$ cat config.mk
export PLATFORM = sky130hd
export DESIGN_NAME = abkf_mul
export DESIGN_NICKNAME = d
export VERILOG_FILES = /design/src/abkf_pkg.sv /design/src/abkf_mul.sv
export SDC_FILE = /design/constraint.sdc
export NUM_CORES = 2
export LEC_CHECK = 0
export BUFFER_PORTS_ARGS = -buffer_cell sky130_fd_sc_hd__buf_2
export CAP_MARGIN = 20
export CORE_ASPECT_RATIO = 2
export CORE_UTILIZATION = 55
export DETAILED_ROUTE_END_ITERATION = 6
export GPL_TIMING_DRIVEN = 0
export PLACE_DENSITY = 0.72
export SETUP_SLACK_MARGIN = 0.5
export SYNTH_ARGS = -nofsm -noshare
export SYNTH_HDL_FRONTEND = slang
export SYNTH_SLANG_ARGS = --single-unit
export TNS_END_PERCENT = 5
$ cat constraint.sdc
create_clock -name clk -period 9 [get_ports clk]
set_input_delay 0.45 -clock clk [delete_from_list [all_inputs] [get_ports clk]]
set_output_delay 0.45 -clock clk [all_outputs]
set_load 0.05 [all_outputs]
$ cat src/abkf_pkg.sv
// Package with shared types, constants and the sequencer state type of the angle and bias filter.
`timescale 1ns / 1ps
`default_nettype none

package abkf_pkg;

    localparam int DATA_W   = 32;
    localparam int DT_W     = 24;
    localparam int FRAC_COV = 24;
    localparam int CFG_IDX_W = 2;

    localparam logic [DATA_W-1:0] ANGLE_NOISE_RST   = 32'd16777;
    localparam logic [DATA_W-1:0] BIAS_NOISE_RST    = 32'd50332;
    localparam logic [DATA_W-1:0] MEASURE_NOISE_RST = 32'd503316;

    typedef enum logic [CFG_IDX_W-1:0] {
        CFG_ANGLE_NOISE   = 2'd0,
        CFG_BIAS_NOISE    = 2'd1,
        CFG_MEASURE_NOISE = 2'd2,
        CFG_START_ANGLE   = 2'd3
    } cfg_idx_t;

    // Sequencer steps; a step uses at most one multiplication or one division.
    typedef enum logic [4:0] {
        ST_IDLE,
        ST_RATE,
        ST_M_ANG,
        ST_M_T,
        ST_PRED_S,
        ST_M_P00,
        ST_M_P11,
        ST_INN,
        ST_DIV0_START,
        ST_DIV0_WAIT,
        ST_DIV1_START,
        ST_DIV1_WAIT,
        ST_M_K0Y,
        ST_M_K1Y,
        ST_M_K0P00,
        ST_M_K0P01,
        ST_M_K1P00,
        ST_M_K1P01,
        ST_OUT
    } seq_state_t;

    function automatic logic signed [31:0] sat32(input logic signed [65:0] x);
        if (x > 66'sd2147483647)
            return 32'sh7FFFFFFF;
        else if (x < -66'sd2147483648)
            return 32'sh80000000;
        else
            return x[31:0];
    endfunction

endpackage

`default_nettype wire

$ cat src/abkf_mul.sv
// Shared signed multiplier with a registered, rounded and scaled product.
`timescale 1ns / 1ps
`default_nettype none

module abkf_mul (
    input  wire                 clk,
    input  wire signed [32:0]   a,
    input  wire signed [32:0]   b,
    output logic signed [65:0]  q
);
    import abkf_pkg::*;

    logic signed [65:0] prod;
    logic signed [65:0] q_next;

    // Round to nearest with ties upward, then drop the fraction bits.
    assign prod   = a * b;
    assign q_next = (prod + (66'sd1 <<< (FRAC_COV - 1))) >>> FRAC_COV;

    always_ff @(posedge clk)
    begin
        q <= q_next;
    end
endmodule

`default_nettype wire

==> flow_results.org, run 1 <==
** Outcome
- Status :: stopped before the end
- Fail Step :: 5_1_grt
- Error that halted the flow :: [ERROR GRT-0116] Global routing finished with congestion. Check the congestion regions in the DRC Viewer.

** CTS
- TritonCTS buffer count :: 5
- For this design, the sink count on the clock tree is 42.
- Counting along the longest clock path gives a buffer depth of 2.
- H-tree levels :: 2
- CTS Hold Bufs :: 0
- Clock root buffer :: sky130_fd_sc_hd__clkbuf_16

** Place
- Instance count after placement with tap cells included :: 5293
- Final weighted congestion of routability-driven global placement :: 1.09
- Count of input and output buffers :: 132
- HPWL Detailed :: 151000 um

** Synthesis
- YS warnings :: 0
- Sequential fraction of the synthesis area :: 0.0212
- Most frequently used flop master after synthesis :: sky130_fd_sc_hd__dfxtp_1
- In the synthesized netlist the async set-or-reset flop fraction comes to 0.
- Summed over all instances, the cell type with the most area after synthesis is sky130_fd_sc_hd__fa_1.
- Cell area after synthesis :: 0.0396 mm^2
- Number of synthesized flops with an enable pin :: 0
- Yosys reg bits :: 42
- Cell count after synthesis :: 4244
- After synthesis, the cell types taking the most area are sky130_fd_sc_hd__fa_1 58%, sky130_fd_sc_hd__inv_1 11%, sky130_fd_sc_hd__and2_1 8.6%.
- Nets in the synthesized netlist :: 5667
- Syn_area_per_cell :: 9.33 um^2
- Area fraction of the dominant cell type after synthesis :: 0.579
- The netlist uses 59 different library cells.

** Global route
- Maximum number of pins on one net before global-route repair :: 27
- Overall Global Routing Usage :: 0.580
- Number of global-route vias before repair :: 36600
- For this run the aggregate overflow at the end of global routing stands at 36.
- The first global-routing pass estimated 284000 um of wire.

** Die
- After floorplanning, the core was divided into 138 placement rows.
- Width of the chip :: 192 um
- Vertical die dimension :: 381 um
- Initial Util :: 0.558
- I/O pin total :: 133
==> per-stage QoR <==
stage                      util  setup slack (ns)  hold slack [ns]  instance area (um^2)  setup TNS, ns
after global placement    0.583             -1.24            0.918                 41400         -14.55
after floorplan               -              1.20            0.890                 39600              0
after CTS                 0.591             0.447             1.19                 42000              0
after detailed placement  0.585            -0.924            0.918                 41500          -8.78
==> cells by family after synthesis <==
group | after synthesis | synth area share
buffers and inverters | 1363 | 0.132
adder cells (fa/ha/maj) | 1356 | 0.646
AND/OR/NAND/NOR | 1243 | 0.158
AO/OA/AOI/OAI | 183 | 0.0313
XOR/XNOR | 56 | 0.0124
flip-flops | 42 | 0.0212
multiplexers | 1 | 0.000253
==> timing repair <==
item                       4_1_cts
resized for setup              118
pin swaps                        2
buffers inserted                11
setup endpoints to repair       25
==> routing by layer <==
| layer | track usage | GRT overflow |
|---|---|---|
| met3 | 0.282 | 0 |
| met1 | 0.567 | 0 |
| met4 | 0.650 | 10 |
| met2 | 0.835 | 26 |
| met5 | 0.0192 | 0 |
==> cell usage after synthesis, drive strengths merged, types with 2 or more instances <==
| library cell | n |
|---|---|
| fa | 1145 |
| inv | 1119 |
| nand2 | 555 |
| and2 | 547 |
| clkbuf | 218 |
| ha | 211 |
| nor2 | 61 |
| a21oi | 54 |
| dfxtp | 42 |
| xnor2 | 40 |
| a21o | 32 |
| o21ai | 30 |
| buf | 25 |
| nand4 | 21 |
| xor2 | 16 |
| nor3 | 13 |
| nand2b | 12 |
| nand3 | 12 |
| a211oi | 9 |
| a31oi | 8 |
| o211ai | 7 |
| o21bai | 7 |
| nor2b | 5 |
| o21a | 5 |
| o31ai | 4 |
| or2 | 4 |
| a2111oi | 3 |
| a221o | 3 |
| a221oi | 3 |
| a21boi | 2 |
| a31o | 2 |
| and3 | 2 |
| and4 | 2 |
| nand4b | 2 |
| nor4b | 2 |
| o21ba | 2 |
| o22a | 2 |
| or3 | 2 |
==> run 2, diff against run 1 <==
- CORE_ASPECT_RATIO: 2 -> unset
- CORE_UTILIZATION: 55 -> 40
- PLACE_DENSITY: 0.72 -> unset
- PLACE_DENSITY_LB_ADDON: unset -> 0.15
- SETUP_SLACK_MARGIN: 0.5 -> unset
==> flow_results.org, run 2 <==
** Synthesis
- sky130_fd_sc_hd__fa_1 takes more of the synthesized area than any other cell.
- Cell area after synthesis :: 0.0396 mm^2
- In the synthesized netlist the dominant register cell turns out to be sky130_fd_sc_hd__dfxtp_1.
- The synthesized design contains 0 enable-type register cells.
- Synthesis inferred 42 register bits.
- Cell count after synthesis :: 4244
- During synthesis, Yosys emitted a total of 0 warnings.
- Syn_area_per_cell :: 9.33 um^2
- By area the synthesized netlist is led by sky130_fd_sc_hd__fa_1 58%, sky130_fd_sc_hd__inv_1 11%, sky130_fd_sc_hd__and2_1 8.6%.
- Count of cell types in the netlist :: 59
- Fraction of synthesis flops using an asynchronous set or reset pin :: 0
- Most used standard cell by instance count after synthesis :: sky130_fd_sc_hd__fa_1
- For this run, the register share of the synthesized area comes to 0.0212.
- The share of synthesized area in the top cell type comes to 0.579.
- Counting every net in the synthesized netlist gives 5667.
- Top cell types by occurrence after synthesis :: 1145 x sky130_fd_sc_hd__fa_1, 1119 x sky130_fd_sc_hd__inv_1, 555 x sky130_fd_sc_hd__nand2_1

** Cells and area
- The finished layout holds 5694 standard cells, fillers aside.
- The register with the most flip-flops in the layout has 42 of them.
- q holds more flip-flops than any other register.
- Leaving out fill and tap cells, the most frequent cell in the layout is sky130_fd_sc_hd__fa_1.
- Relative to the synthesized area, the layout overhead comes to 6.94%.
- Registers with the highest flip-flop counts :: q: 42 flops
- Of the cells placed in the final design, the portion with a size suffix greater than 1 is 0.0543.
- For this run, the post-layout net count is 5820.
- In the layout the commonest cells are 1141 x sky130_fd_sc_hd__fa_1, 1119 x sky130_fd_sc_hd__inv_1, 555 x sky130_fd_sc_hd__nand2_1.

** STA
- Final critical-path required period :: 8.81 ns
- Worst slew slack as a fraction of its limit :: 0.194
- The number of failing hold endpoints at the final stage is 0.
- In the finished design, the share of the clock period the worst path needs comes to 0.979.
- Max-slew violation count :: 0
- Total setup violations reported at the end of the flow :: 0
- Unrepaired setup endpoints after global routing :: true
- Highest achievable clock rate :: 0.114 GHz
- Least-Margin Pin Slew :: 1.21 ns

** Global route
- Number of global-route vias before repair :: 32000
- Entering global routing, the biggest net connects 26 pins.
- Across every metal layer, demand over resource in global routing totals 0.312.
- Global routing finished with a remaining overflow of 0.
- The initial antenna violation count is 21.
- Wire length of the first global-routing pass :: 219000 um

** CTS
- CTS saw 42 sinks.
- The number of clock buffers added by TritonCTS is 5.
- The longest clock path from root to sink contains 2 buffers.
- TritonCTS built the clock tree.
- After clock tree synthesis, the clock-pin slew on the worst setup and hold paths is 0.06 ns.
- H-tree levels :: 2
- Clock root buffer :: sky130_fd_sc_hd__clkbuf_16

** Worst setup path
- The most critical setup path has its endpoint at q[38].
- Critical path data arrival time :: 9.03 ns
- At the worst endpoint, the required time is 9.22 ns.
- For this run, the slowest stage of the critical path takes 0.73 ns.
- The worst setup path is captured at a register.
- Critical path peak fanout :: 10
- The worst setup path is launched from an input pin.
- By instance count, the cell type seen most on the critical path is sky130_fd_sc_hd__fa_1.
- CP Launch Point :: a[15]
- Worst Path Class, Setup :: input pin to register
- The largest individual stage delay along the critical path comes from the cell sky130_fd_sc_hd__clkbuf_1.

** Detailed routing
- The first detailed-routing pass took 7 iterations.
- Post-Route WL :: 151000 um
- For this run, design rule violations remaining after detail routing come to 4.
- For this block, the via count after detailed routing is 29700.
- Count of nets left with antenna violations after detail routing :: 0
- In this run, the number of DRC markers left after iteration 0 of detailed routing was 2279.
- Total length of routed met3 wires :: 11600 um
- The highest metal layer carrying signal wires in the routed design is met5.
- Wl on met1 :: 56900 um
- Dividing the detail-routed wire length by the instance count gives 26.6 um.
- Summed over all nets, wire length on met2 after detailed routing comes to 70700 um.
- In the routed layout, each cell is associated on average with a via count of 5.21.

** Place
- Instance count after placement with tap cells included :: 5667
- Final weighted congestion of routability-driven global placement :: 1.03
- The HPWL after detailed placement is 129000 um.
- Count of input and output buffers :: 132

** Die
- Measured along the x axis, the die boundary spans 317 um.
- Cell Rows :: 115
- After floorplanning, the core was sized to cover 0.0983 mm^2.
- Die area :: 0.100 mm^2
- I/O pin total :: 133
- Vertical die dimension :: 317 um
- Initial Util :: 0.403

** Hold path
- The worst hold path belongs to the class register to primary output.
- Cells on Worst Hold Path :: 1

** Flow run
- The tool flagged a number of max-cap violations equal to 0.

** Outcome
- Failing checks :: design-rule violations
- The run finished, with violations left.
-- run 2: metal layers --
layer,vias to the layer above,GRT usage
met3,397,0.0543
li1,12300,-
met2,1354,0.507
met1,15600,0.388
met5,-,0
met4,4,0.193
-- run 2: metrics by stage --
stage | util | hold slack (ns) | setup slack (ns) | TNS (ns) | area [um^2]
after floorplan | - | 0.890 | 1.20 | 0 | 39600
after global placement | 0.426 | 0.920 | -1.18 | -17.00 | 41900
after detailed placement | 0.427 | 0.920 | -0.873 | -10.65 | 41900
after CTS | 0.429 | 1.22 | 0.00643 | 0 | 42100
after global routing | 0.430 | 1.26 | -0.0467 | -0.0614 | 42300
final | 0.431 | 1.22 | 0.190 | 0 | 42300
-- run 2: cell families (layout without fill, tap and decap cells) --
kind of cell             count (synthesis)  after routing  share of synthesized area
AO/OA/AOI/OAI                          183            183                     0.0313
XOR/XNOR                                56             56                     0.0124
adder cells (fa/ha/maj)               1356           1356                      0.646
buffers and inverters                 1363           1517                      0.132
flip-flops                              42             42                     0.0212
multiplexers                             1              1                   0.000253
other                                    0              9                          0
AND/OR/NAND/NOR                       1243           1243                      0.158
-- run 2: final cells by class --
cell class / count / area (um^2)
Antenna cell: 9 / 22.5
Clock buffer: 6 / 129
Sequential cell: 42 / 841
Buffer: 243 / 1070
Multi-Input combinational cell: 2839 / 33600
Tap cell: 1287 / 1610
Inverter: 1120 / 4210
Timing Repair Buffer: 146 / 852
Fill cell: 10100 / 55900
Clock inverter: 2 / 13.8
-- run 2: timing repair --
action	4_1_cts	5_1_grt
cloned	0	0
setup endpoints to repair	13	12
hold buffers	0	0
gates resized for setup	32	41
hold endpoints to repair	0	0
pin swaps	0	1
setup buffers	0	6
-- run 2: critical path: cells and delay by family --
kind	cells	cell delay, ns
fa+ha+maj	9	4.28
buf+inv	7	1.46
compound gates	4	1.34
simple gates	5	1.31
xor+xnor	1	0.17
-- run 2: worst min path at each step --
stage,startpoint,to,slack [ns]
final,q[23],q[23],1.22
after detailed placement,q[37],q[37],0.92
after global routing,q[13],q[13],1.26
after global placement,q[21],q[21],0.92
after CTS,b[0],q[1],1.22
after floorplan,q[0],q[0],0.89
Power of run 2 is not shown: default switching activity piles up to over one toggle a cycle in this logic, so the estimate is an artifact.
