--- config.mk ---
export PLATFORM = sky130hd
export DESIGN_NAME = abkf_div
export DESIGN_NICKNAME = d
export VERILOG_FILES = /design/src/abkf_pkg.sv /design/src/abkf_div.sv
export SDC_FILE = /design/constraint.sdc
export NUM_CORES = 1
export LEC_CHECK = 0
export BUFFER_PORTS_ARGS = -buffer_cell sky130_fd_sc_hd__buf_4
export CAP_MARGIN = 20
export CORE_MARGIN = 2
export CORE_UTILIZATION = 55
export DETAILED_ROUTE_END_ITERATION = 6
export GPL_TIMING_DRIVEN = 0
export PLACE_DENSITY = 0.76
export SLEW_MARGIN = 20
export SYNTH_ARGS = -nofsm -noshare
export SYNTH_HDL_FRONTEND = slang
export SYNTH_SLANG_ARGS = --single-unit
--- constraint.sdc ---
create_clock -name clk -period 14.4 [get_ports clk]
set_clock_uncertainty 0.2 [all_clocks]
set_input_delay 2.16 -clock clk [delete_from_list [all_inputs] [get_ports clk]]
set_output_delay 2.16 -clock clk [all_outputs]
set_load 0.1 [all_outputs]
--- src/abkf_pkg.sv ---
// Package with shared types, constants and the sequencer state type of the angle and bias filter.
`timescale 1ns / 1ps
`default_nettype none

package abkf_pkg;

    localparam int DATA_W   = 32;
    localparam int DT_W     = 24;
    localparam int FRAC_COV = 24;
    localparam int CFG_IDX_W = 2;

    localparam logic [DATA_W-1:0] ANGLE_NOISE_RST   = 32'd16777;
    localparam logic [DATA_W-1:0] BIAS_NOISE_RST    = 32'd50332;
    localparam logic [DATA_W-1:0] MEASURE_NOISE_RST = 32'd503316;

    typedef enum logic [CFG_IDX_W-1:0] {
        CFG_ANGLE_NOISE   = 2'd0,
        CFG_BIAS_NOISE    = 2'd1,
        CFG_MEASURE_NOISE = 2'd2,
        CFG_START_ANGLE   = 2'd3
    } cfg_idx_t;

    // Sequencer steps; a step uses at most one multiplication or one division.
    typedef enum logic [4:0] {
        ST_IDLE,
        ST_RATE,
        ST_M_ANG,
        ST_M_T,
        ST_PRED_S,
        ST_M_P00,
        ST_M_P11,
        ST_INN,
        ST_DIV0_START,
        ST_DIV0_WAIT,
        ST_DIV1_START,
        ST_DIV1_WAIT,
        ST_M_K0Y,
        ST_M_K1Y,
        ST_M_K0P00,
        ST_M_K0P01,
        ST_M_K1P00,
        ST_M_K1P01,
        ST_OUT
    } seq_state_t;

    function automatic logic signed [31:0] sat32(input logic signed [65:0] x);
        if (x > 66'sd2147483647)
            return 32'sh7FFFFFFF;
        else if (x < -66'sd2147483648)
            return 32'sh80000000;
        else
            return x[31:0];
    endfunction

endpackage

`default_nettype wire

--- src/abkf_div.sv ---
// Restoring divider: signed numerator by positive divisor, one quotient bit per cycle.
`timescale 1ns / 1ps
`default_nettype none

module abkf_div (
    input  wire                clk,
    input  wire                rst_n,
    input  wire                start,
    input  wire signed [31:0]  num,
    input  wire signed [33:0]  den,
    output logic               done,
    output logic signed [31:0] quo
);
    import abkf_pkg::*;

    localparam int NW = 56;

    logic [NW-1:0] rem_reg, rem_next;
    logic [NW-1:0] quo_reg, quo_next;
    logic [NW-1:0] num_reg, num_next;
    logic [33:0]   den_reg, den_next;
    logic          neg_reg, neg_next;
    logic [5:0]    cnt_reg, cnt_next;
    logic          busy_reg, busy_next;
    logic [NW:0]   trial;
    logic [NW-1:0] shifted;
    logic [31:0]   mag;
    logic signed [65:0] qs;

    always_comb
    begin
        rem_next  = rem_reg;
        quo_next  = quo_reg;
        num_next  = num_reg;
        den_next  = den_reg;
        neg_next  = neg_reg;
        cnt_next  = cnt_reg;
        busy_next = busy_reg;
        shifted   = {rem_reg[NW-2:0], num_reg[NW-1]};
        trial     = {1'b0, shifted} - {{(NW-34+1){1'b0}}, den_reg};
        mag       = num[31] ? 32'(-num) : num;
        if (start)
        begin
            num_next  = {mag, {FRAC_COV{1'b0}}};
            den_next  = den;
            neg_next  = num[31];
            rem_next  = '0;
            quo_next  = '0;
            cnt_next  = 6'(NW);
            busy_next = 1'b1;
        end
        else if (busy_reg)
        begin
            num_next = {num_reg[NW-2:0], 1'b0};
            if (!trial[NW])
            begin
                rem_next = trial[NW-1:0];
                quo_next = {quo_reg[NW-2:0], 1'b1};
            end
            else
            begin
                rem_next = shifted;
                quo_next = {quo_reg[NW-2:0], 1'b0};
            end
            cnt_next = cnt_reg - 6'd1;
            if (cnt_reg == 6'd1)
                busy_next = 1'b0;
        end
    end

    assign done = busy_reg && (cnt_reg == 6'd1);
    assign qs   = neg_reg ? -$signed({10'd0, quo_next}) : $signed({10'd0, quo_next});
    assign quo  = sat32(qs);

    always_ff @(posedge clk or negedge rst_n)
    begin
        if (!rst_n)
        begin
            busy_reg <= 1'b0;
            cnt_reg  <= '0;
        end
        else
        begin
            busy_reg <= busy_next;
            cnt_reg  <= cnt_next;
        end
    end

    always_ff @(posedge clk)
    begin
        rem_reg <= rem_next;
        quo_reg <= quo_next;
        num_reg <= num_next;
        den_reg <= den_next;
        neg_reg <= neg_next;
    end
endmodule

`default_nettype wire

======== Word-level counts from Yosys, hierarchy flattened ========
Index checks and enable logic that the tools add are counted.
operators by class
  add/subtract/negate cells ............... 4
  multiply operators ...................... 0
  div/mod/pow operators ................... 0
  $lt $le $gt $ge ......................... 2
  eq/ne operators ......................... 1
  shift-type cells ........................ 0
  multiplexer cells ....................... 15
  bitwise operators ....................... 0
  reduce and logical (&&, ||, !) cells .... 2
operator list
  kind                  number
  $mux 56               4
  $mux 32               3
  $gt 66x32->1 const B  1
  $lt 66x32->1 const B  1
  $mux 66               1
  $neg 56->66           1
  $sub 56x34->57        1
  $mux 55               1
  $neg 32->32           1
  $mux 6                2
  $eq 6x1->1 const B    1
  $sub 6x1->6 const B   1
  $mux 1                4
  $reduce_bool 2->1     1
  $logic_and 1x1->1     1
storage, ports and cells
  register bits after elaboration ......... 185
  bits in latches ......................... 0
  RAM bits ................................ 0
  memory bits (read-only) ................. 0
  bits of input ports ..................... 69
  output and inout port bits .............. 33
  word-level logic and storage cells ...... 31
  memories kept ........................... 0

======== Longest topological paths before layout ========
  depth in word-level cells ............... 9
  mapped depth ............................ 24
  gate-level depth less buffers ........... 21

======== Least setup slack after synthesis ========
Ideal clock, no wire load.
  path type ............................... input port to output port
  start ................................... input start
  end ..................................... output quo[0]
  arrival ................................. 7761 ps
  required time ........................... 12040 ps
  setup slack ............................. 4279 ps
  stages .................................. 19
  buffers on the path ..................... 7
  path through ............................ clkbuf_1 > buf_6 > buf_6 > clkbuf_1 > clkbuf_1 > clkbuf_1 > clkbuf_1 > or2_2 > ha_1 > nand4_1 > o41a_1 > or4_1 > nand2b_1 > xnor2_1 > o21ai_0 > nand4_1 > nor4_1 > a31oi_1 > a21oi_1
between the ends
  cells in the longest elaborated chain, start to end .. 6
  elaborated cells on any way between the ends .. 7
  those cells by class .................... add/sub (1); order compare (2); mux (4)
RTL lines
  item                line            text
  start: declaration  abkf_div.sv:8   input wire start,
  $mux 56 (*)         abkf_div.sv:42  if (start)
  $neg 56->66         abkf_div.sv:72  assign qs = neg_reg ? -$signed({10'd0, quo_next}) : $signed({10'd0, quo_next});
  $mux 66 (*)         abkf_div.sv:72
  $lt 66x32->1        abkf_pkg.sv:49  else if (x < -66'sd2147483648)
  $mux 32             abkf_pkg.sv:49
  $mux 32 (*)         abkf_pkg.sv:47  if (x > 66'sd2147483647)
  end: declaration    abkf_div.sv:12  output logic signed [31:0] quo
Every way passes the cells marked *; elsewhere a longest branch is shown, timed or not.

======== Worst setup path after layout ========
  start ................................... input start
  end ..................................... output quo[7]
Same word-level chain as after synthesis.

==> metrics.md <==
| Metric | Value |
|---|---|
| Seq cells post-synth | `185` |
| First-pass GRT wire length | `57.26 mm` |
| Number of buffer cells added on primary ports | `101` |
| Hold_ws | `289.8 ps` |
| Hold-fix buffers, CTS | `0` |
| TNS Setup | `0 ps` |
| CP max stage delay | `590 ps` |
| Tightest Pin Transition | `991.4 ps` |
| Number of synthesis warnings | `0` |
| Max-slew violation count | `0` |
| Number of endpoints failing setup at the final stage | `0` |
| Maximum fanout along the worst path | `36` |
| Total Die Area | `0.02373 mm²` |
| Post_cts resized | `0` |
| Most used flip-flop cell after synthesis | `sky130_fd_sc_hd__dfxtp_1` |
| Cell at the slowest stage of the critical path | `sky130_fd_sc_hd__nor4b_1` |
| Detailed Route WL | `35.99 mm` |
| Clk buf depth | `2` |
| H-tree levels | `4` |
| Net count after synthesis | `1586` |
| Largest cells by area after synthesis | `sky130_fd_sc_hd__dfxtp_1 (18%), sky130_fd_sc_hd__edfxtp_1 (16%), sky130_fd_sc_hd__xor2_1 (5.9%)` |
| Mean instance size in the synthesized netlist | `8.378 µm²` |
| DPL Wire Length | `26.33 mm` |
| Final setup margin | `2741 ps` |
| CTS tree | `yes` |
| Endpoint kind of the worst setup timing path | `primary output` |
| Share of post-route cells with drive strength above 1 | `13.66%` |
| Post-synthesis instance total | `1478` |
| Average vias per placed instance | `6.227` |
| Final-stage net count | `1706` |
| CP required | `12040 ps` |
| Cell area after synthesis | `0.01238 mm²` |
| Number of cell rows | `54` |
| Core box area | `0.02196 mm²` |
| Status | `finished clean` |
| # diodes | `0` |
| Total setup buffers inserted after CTS | `0` |
| Number of nets with antenna violations after routing | `0` |
| Routed wire per std cell | `19.03 µm` |
| Residual DRC count | `0` |
| Leading area contributor after synthesis | `sky130_fd_sc_hd__dfxtp_1` |
| Detailed Route Iter0 Violations | `1037` |
| EDFF count, synth | `67` |
| Maximum number of pins on one net before global-route repair | `37` |
| Worst path bufs/invs | `10` |
| Max reg flops | `56` |
| Vias in the first global route | `11299` |
| Synth-to-Final Area Change | `13.95%` |
| CP most frequent cell | `sky130_fd_sc_hd__clkbuf_1` |
| Family with the most delay on the worst path | `buffers and inverters` |
| Maximum Capacitance Violations | `0` |
| Total overflow reported by the global router | `0` |
| Period Utilization, post-route | `80.97%` |
| Maximum clock frequency | `85.77 MHz` |
| Sequential element share of the synthesized area | `35.61%` |
| Height of the die | `154.1 µm` |
| Path type of the worst setup path | `input port to primary output` |
| Area share of the largest cell type after synthesis | `17.94%` |
| Number of distinct library cells after synthesis | `89` |
| GRT Overall Usage | `29.95%` |
| Type of origin of the critical path | `input port` |
| Number of hold-slack violations in the final timing report | `0` |
| Power per standard cell area | `176.9 mW/mm²` |
| Number of clock buffers inserted by TritonCTS | `17` |
| Initial Util | `56.39%` |
| CP cell instances | `buf_4, clkbuf_1, buf_6, buf_6, clkbuf_1, clkbuf_1, clkbuf_1, clkbuf_1, or2_2, ha_1, nand4_1, o41a_1, nor4b_1, nand3_1, o41ai_1, nand3_1, nor4_1, nand4_1, o41ai_4, buf_6, a21oi_2, buf_4` |
| Arrival @ worst endpoint | `9300 ps` |
| Routability Congestion | `0.9973` |
| Clk_lat worst skew | `450 ps` |
| Core occupancy in the finished layout | `64.26%` |
| Rel. slew slack | `33.78%` |
| CTS Root Buffer Type | `sky130_fd_sc_hd__clkbuf_16` |
| Type of the tightest min-delay check | `register to register` |
| Pre-CTS setup slack | `3027 ps` |
| Unrepaired setup endpoints after global routing | `false` |
| Peak supply drop | `0.1030 mV` |
| Detailed-routing iteration count for the pre-antenna-repair pass | `5` |
| Proportion of synthesized flip-flops having asynchronous set or reset | `3.784%` |
| Number of antenna violations at the first check in global routing | `0` |
| Die outline width | `154.1 µm` |
| DR vias | `11776` |
| Clock tree sinks | `185` |
| Clock transition at path regs | `80 ps` |
| LEAKAGE | `5.768 nW` |
| Final min period | `11660 ps` |
| Overall power of the completed layout | `2.496 mW` |
| Count of pins on the block boundary | `102` |
[logic make-up (layout without fill, tap and decap cells)]
| group | Yosys count | in the layout | synth area share [%] |
|---|---|---|---|
| AND/OR/NAND/NOR | 503 | 503 | 19.50 |
| AO/OA/AOI/OAI | 455 | 455 | 24.48 |
| flip-flops | 185 | 185 | 35.61 |
| buffers and inverters | 143 | 276 | 5.264 |
| XOR/XNOR | 124 | 124 | 8.770 |
| adder cells (fa/ha/maj) | 39 | 39 | 4.001 |
| multiplexers | 29 | 29 | 2.374 |
[worst reg2reg max path, delay by kind of cell, from the launching register on]
| kind | cells | cell delay, ps |
|---|---|---|
| compound gates | 1 | 160 |
| buf+inv | 10 | 3750 |
| flops | 1 | 560 |
[power breakdown]
part           switching, mW  total, mW  internal (mW)  leakage (nW)
sequential            0.0777      0.711          0.634          1.65
combinational          0.834       1.28          0.448          3.82
clock                  0.251      0.503          0.252         0.299
[cells in the mapped netlist, drive strengths merged, types with 5 or more instances]
library cell	number
a2111oi	5
a211oi	31
a21o	31
a21oi	173
a22o	5
a31o	5
a31oi	27
a41oi	6
and2	9
and3	12
buf	32
clkbuf	46
dfrtp	7
dfxtp	111
edfxtp	67
ha	38
inv	64
mux2i	26
nand2	147
nand2b	26
nand3	17
nand4	9
nor2	168
nor2b	9
nor3	27
nor4	21
o211ai	17
o21ai	88
o31ai	21
o41ai	6
or2	7
or3	14
or4	17
xnor2	41
xor2	83
[routing by layer]
| layer | vias to the layer above | global-route usage, % | part of all wire, % |
|---|---|---|---|
| met3 | 92 | 4.594 | 7.2 |
| met5 | - | 0 | 0 |
| li1 | 5574 | - | - |
| met1 | 5581 | 39.15 | 42 |
| met4 | 0 | 10.86 | 2.9 |
| met2 | 529 | 50.40 | 48 |
[path summary, 6_finish.rpt]
check,end,slack (ps),cells past startpoint,from
worst max-delay path,quo[7],2740,22,start
worst min-delay path,rem_reg[6],290,2,rem_reg[6]
max in group asynchronous,cnt_reg[2],12560,1,rst_n
worst min register to register,rem_reg[6],290,2,rem_reg[6]
min in group asynchronous,cnt_reg[5],1310,1,rst_n
worst max register to register,rem_reg[17],9600,11,busy_reg
[cell type report]
cell class | count | area, µm²
Tap cell | 280 | 350.3
Sequential cell | 185 | 4409
Fill cell | 1884 | 7848
Buffer | 79 | 411.6
Clock buffer | 17 | 425.4
Multi-Input combinational cell | 1150 | 7322
Inverter | 64 | 240.2
Timing Repair Buffer | 101 | 758.2
Clock inverter | 15 | 193.9
[metrics by stage]
stage               instance area (µm²)  cells
floorplan                         12380   1478
global placement                  13490   1859
detailed placement                13490   1859
CTS                               14110   1891
global route                      14110   1891
finish                            14110   1891
[placed cells by master, fill, tap and decap left out, types with 9 or more instances in the layout]
cell type,n
sky130_fd_sc_hd__nand4_1,9
sky130_fd_sc_hd__nor4_1,18
sky130_fd_sc_hd__nor3_1,25
sky130_fd_sc_hd__a31oi_1,27
sky130_fd_sc_hd__nand3_1,17
sky130_fd_sc_hd__a21oi_2,30
sky130_fd_sc_hd__buf_4,103
sky130_fd_sc_hd__edfxtp_1,67
sky130_fd_sc_hd__buf_2,10
sky130_fd_sc_hd__xor2_1,83
sky130_fd_sc_hd__o21ai_0,80
sky130_fd_sc_hd__o211ai_1,17
sky130_fd_sc_hd__and3_1,11
sky130_fd_sc_hd__a211oi_1,29
sky130_fd_sc_hd__clkbuf_16,17
sky130_fd_sc_hd__clkbuf_1,46
sky130_fd_sc_hd__xnor2_1,41
sky130_fd_sc_hd__o31ai_1,19
sky130_fd_sc_hd__or3_1,14
sky130_fd_sc_hd__ha_1,38
sky130_fd_sc_hd__or4_1,16
sky130_fd_sc_hd__nor2b_1,9
sky130_fd_sc_hd__nand2_1,147
sky130_fd_sc_hd__a21oi_1,143
sky130_fd_sc_hd__nand2b_1,26
sky130_fd_sc_hd__a21o_1,31
sky130_fd_sc_hd__dfxtp_1,111
sky130_fd_sc_hd__mux2i_1,26
sky130_fd_sc_hd__inv_1,62
sky130_fd_sc_hd__nor2_1,168
sky130_fd_sc_hd__buf_6,12
Power figures use the tool's default switching activity.
